==> config.mk <==
export PLATFORM = sky130hd
export DESIGN_NAME = cpcf_peak_clamp
export DESIGN_NICKNAME = d
export VERILOG_FILES = /design/src/sv/cpcf_pkg.sv /design/src/sv/cpcf_peak_clamp.sv
export SDC_FILE = /design/constraint.sdc
export NUM_CORES = 1
export LEC_CHECK = 0
export ABC_AREA = 1
export BUFFER_PORTS_ARGS = -buffer_cell sky130_fd_sc_hd__buf_2
export CORE_MARGIN = 4
export CORE_UTILIZATION = 35
export DETAILED_ROUTE_END_ITERATION = 6
export SETUP_SLACK_MARGIN = 0.02
export SLEW_MARGIN = 20
export SYNTH_ARGS = -nofsm -noshare
export SYNTH_HDL_FRONTEND = slang
export SYNTH_SLANG_ARGS = --single-unit
==> constraint.sdc <==
create_clock -name vclk -period 16.43
set_input_delay 4.929 -clock vclk [all_inputs]
set_output_delay 4.929 -clock vclk [all_outputs]
set_load 0.02 [all_outputs]
==> src/sv/cpcf_pkg.sv <==
// ----------------------------------------------------------------------------
// cpcf_pkg
// shared types and constants of the cross peak clamp filter
// ----------------------------------------------------------------------------
`default_nettype none

package cpcf_pkg;

    localparam int PIX_W       = 16;
    localparam int COL_W       = 10;
    localparam int ROW_W       = 16;
    localparam int MAX_WIDTH   = 1024;
    localparam int WIDTH_REG_W = 11;
    localparam int MEM_AW      = COL_W + 1;
    localparam int MEM_DEPTH   = 2 * MAX_WIDTH;
    localparam int CFG_IDX_W   = 1;
    localparam int CFG_DATA_W  = 16;

    // configuration register indexes
    localparam logic [CFG_IDX_W-1:0] CFG_FRAME_WIDTH  = 1'd0;
    localparam logic [CFG_IDX_W-1:0] CFG_FRAME_HEIGHT = 1'd1;

    // neighbor positions inside the has mask
    localparam int NB_UP    = 0;
    localparam int NB_DOWN  = 1;
    localparam int NB_LEFT  = 2;
    localparam int NB_RIGHT = 3;

    typedef logic [PIX_W-1:0] t_pix;

    typedef struct packed {
        t_pix       me;
        t_pix       up;
        t_pix       down;
        t_pix       left;
        t_pix       right;
        logic [3:0] has;
    } t_window;

endpackage

`default_nettype wire

==> src/sv/cpcf_peak_clamp.sv <==
// ----------------------------------------------------------------------------
// cpcf_peak_clamp
// clamps a strict local peak to its largest existing neighbor
// ----------------------------------------------------------------------------
`default_nettype none

module cpcf_peak_clamp (
    input  wire cpcf_pkg::t_window i_win,
    output cpcf_pkg::t_pix         o_value
);

    cpcf_pkg::t_pix nb [4];
    cpcf_pkg::t_pix max_nb;
    logic           peak;

    always_comb begin
        nb[cpcf_pkg::NB_UP]    = i_win.up;
        nb[cpcf_pkg::NB_DOWN]  = i_win.down;
        nb[cpcf_pkg::NB_LEFT]  = i_win.left;
        nb[cpcf_pkg::NB_RIGHT] = i_win.right;
        max_nb = '0;
        peak   = 1'b1;
        for (int k = 0; k < 4; k++) begin
            if (i_win.has[k]) begin
                if (nb[k] >= i_win.me) begin
                    peak = 1'b0;
                end
                if (nb[k] > max_nb) begin
                    max_nb = nb[k];
                end
            end
        end
        // no neighbors at all leaves peak set and max at zero
        o_value = peak ? max_nb : i_win.me;
    end

endmodule

`default_nettype wire

==> results.sh <==
export IMPL_portBuffers=100
export IMPL_first_pass_iters=4
export IMPL_core_area_um2=10400
export IMPL_crit_required_ps=11500
export IMPL_switching_share_pct=62.0
export IMPL_worstMarginPinSlew_ps=506
export IMPL_grt_pass1_wl_um=19200
export IMPL_drc=0
export IMPL_p_int_uw=70.3
export IMPL_synthCells=590
export IMPL_slowest_delay_ps=470
export IMPL_cp_top_family="simple AND/OR/NAND/NOR gates"
export IMPL_critical_path_class="input pin to output port"
export IMPL_grt_setup_unrepaired="false"
export IMPL_synth_cell_types=35
export IMPL_io_pins=100
export IMPL_yosysSeqAreaShare_pct=0
export IMPL_fmax_ghz=0.0647
export IMPL_p_leak_uw=0.00254
export IMPL_hold_viol_final=0
export IMPL_rows=37
export IMPL_area_growth_pct=14.6
export IMPL_filler_cell_count=1152
export IMPL_clockBufferCount=0
export IMPL_netlist_area_um2=3790
export IMPL_fin_tns_setup_ps=0
export IMPL_antenna_found_initial=0
export IMPL_critPathMostFrequentCell="nand2_1"
export IMPL_die_area_um2=12600
export IMPL_cp_max_fo=32
export IMPL_pwr_share_seq_pct=0
export IMPL_via_count=4159
export IMPL_power_uw=185
export IMPL_antennaDiodeCount=0
export IMPL_start_util_pct=36.4
export IMPL_period_minus_slack_ps=15460
export IMPL_holdBufCountCts=0
export IMPL_crit_arrival_ps=10530
export IMPL_drtIter0Drc=196
export IMPL_p_switching_uw=115
export IMPL_cp_slowest_cell="nor3b_1"
export IMPL_fin_crit_sh_pct=94.1
export IMPL_syn_nets=785
export IMPL_grt_usage_pct=17.7
export IMPL_cts_setup_buffers=0
export IMPL_detail_route_wl_per_cell_um=14.0
export IMPL_final_net_count=874
export IMPL_startpoint_type="input pin"
export IMPL_ctsResizeCount=0
export IMPL_syn_avg_cell_area_um2=6.43
export IMPL_dpl_hpwl_um=10400
export IMPL_globalplace_congestion=0.835
export IMPL_final_cell_mix="nand2_1, ha_1, buf_2"
export IMPL_dieWidth_um=112
export IMPL_peakVddDrop_uv=20.9
export IMPL_slew_violations=0
export IMPL_outcome="completed"
export IMPL_power_frac_comb_pct=100.0
export IMPL_seq_cells=0
export IMPL_final_setup_viol_count=0
export IMPL_ff_latch_area_um2=0
export IMPL_totalWireLength_um=11400
export IMPL_grt_pass1_vias=4155
export IMPL_relSlewSlack_pct=66.2
export IMPL_power_density_nw_per_um2=42.6
export IMPL_detail_route_antenna_nets=0
export IMPL_path_buf_inv=3
export IMPL_end_kind="output port"
export IMPL_clockPowerShare_pct=0
export IMPL_worstHoldPathType="input pin to output port"
export IMPL_final_common_cell="nand2_1"
export IMPL_grt_max_degree=33
export IMPL_grt_overflow_total=0
export IMPL_drive_above_1_share_pct=21.1
export IMPL_avgViaCountPerCell=5.12
export IMPL_ys_warn_count=0
export IMPL_cap_violations=0
export IMPL_die_h_um=112
final cells by class:
type	instances	area [um2]	share of cell area, %
Tap cell	136	170	3.92
Inverter	62	238	5.47
Timing Repair Buffer	103	523	12.0
Multi-Input combinational cell	512	3410	78.6
power groups by stage:
| stage | sequential (uW) | combinational, uW | clock, uW |
|---|---|---|---|
| floorplan | 0 | 136 | 0 |
| global placement | 0 | 180 | 0 |
| detailed placement | 0 | 185 | 0 |
| CTS | 0 | 186 | 0 |
| global route | 0 | 212 | 0 |
| finish | 0 | 185 | 0 |
routing by layer:
metal  vias up  share of wire (%)  GRT usage (%)  wire (um)
met5         -                  0              0          0
met4         0                1.0           1.60        115
met3        12                4.1          0.970        464
met2       109                 47           31.4       5320
met1      1852                 48           24.6       5490
li1       2186                  -              -          -
path summary, 6_finish.rpt:
| path | from | end | slack (ps) | cells past startpoint |
|---|---|---|---|---|
| worst min-delay path | i_win[82] | o_value[14] | 10190 | 4 |
| worst max-delay path | i_win[0] | o_value[10] | 970 | 31 |
cells in the mapped netlist:
cell type / number / share of area (%)
a21oi_1: 49 / 6.5
o31ai_1: 1 / 0.20
clkbuf_1: 6 / 0.59
a21o_1: 1 / 0.20
nand3_2: 12 / 3.2
nand3_1: 18 / 2.4
inv_2: 1 / 0.099
nand2_2: 9 / 1.5
nor4_1: 1 / 0.17
a211oi_1: 6 / 1.2
buf_12: 1 / 0.53
nand4_4: 1 / 0.56
nand4_1: 22 / 3.6
ha_1: 111 / 37
nor2_2: 1 / 0.17
nor3b_1: 1 / 0.20
o21a_1: 2 / 0.40
clkbuf_4: 1 / 0.20
nor2_4: 1 / 0.30
buf_6: 2 / 0.59
clkinv_4: 1 / 0.23
nand3_4: 1 / 0.46
clkbuf_8: 2 / 0.73
nor3_1: 8 / 1.1
and2_1: 15 / 2.5
nand2_4: 12 / 3.6
o221ai_1: 3 / 0.69
o211ai_1: 2 / 0.40
inv_1: 60 / 5.9
buf_4: 2 / 0.40
nand2_1: 163 / 16
dlymetal6s2s_1: 2 / 0.66
nor2_1: 44 / 4.4
o21a_2: 1 / 0.23
o21ai_0: 27 / 3.6
kinds of logic (layout without fill, tap and decap cells):
group | after synthesis | count (layout) | synth area share [%]
AOI/OAI and AO/OA | 92 | 92 | 13.3
adders and majority gates | 111 | 111 | 36.6
buffers and inverters | 78 | 165 | 9.96
and+or+nand+nor | 309 | 309 | 40.1
stage by stage:
step / utilization (%) / setup WS [ps] / instances / hold slack, ps / instance area [um2]
final: 41.7 / 972 / 813 / 10190 / 4350
after global routing: 41.7 / 376 / 813 / 10210 / 4350
after CTS: 41.7 / 947 / 813 / 10190 / 4350
after detailed placement: 41.7 / 960 / 813 / 10190 / 4350
after global placement: 41.7 / 1140 / 813 / 10190 / 4350
after floorplan: - / 1420 / 590 / 10030 / 3790
Power figures use the tool's default switching activity.
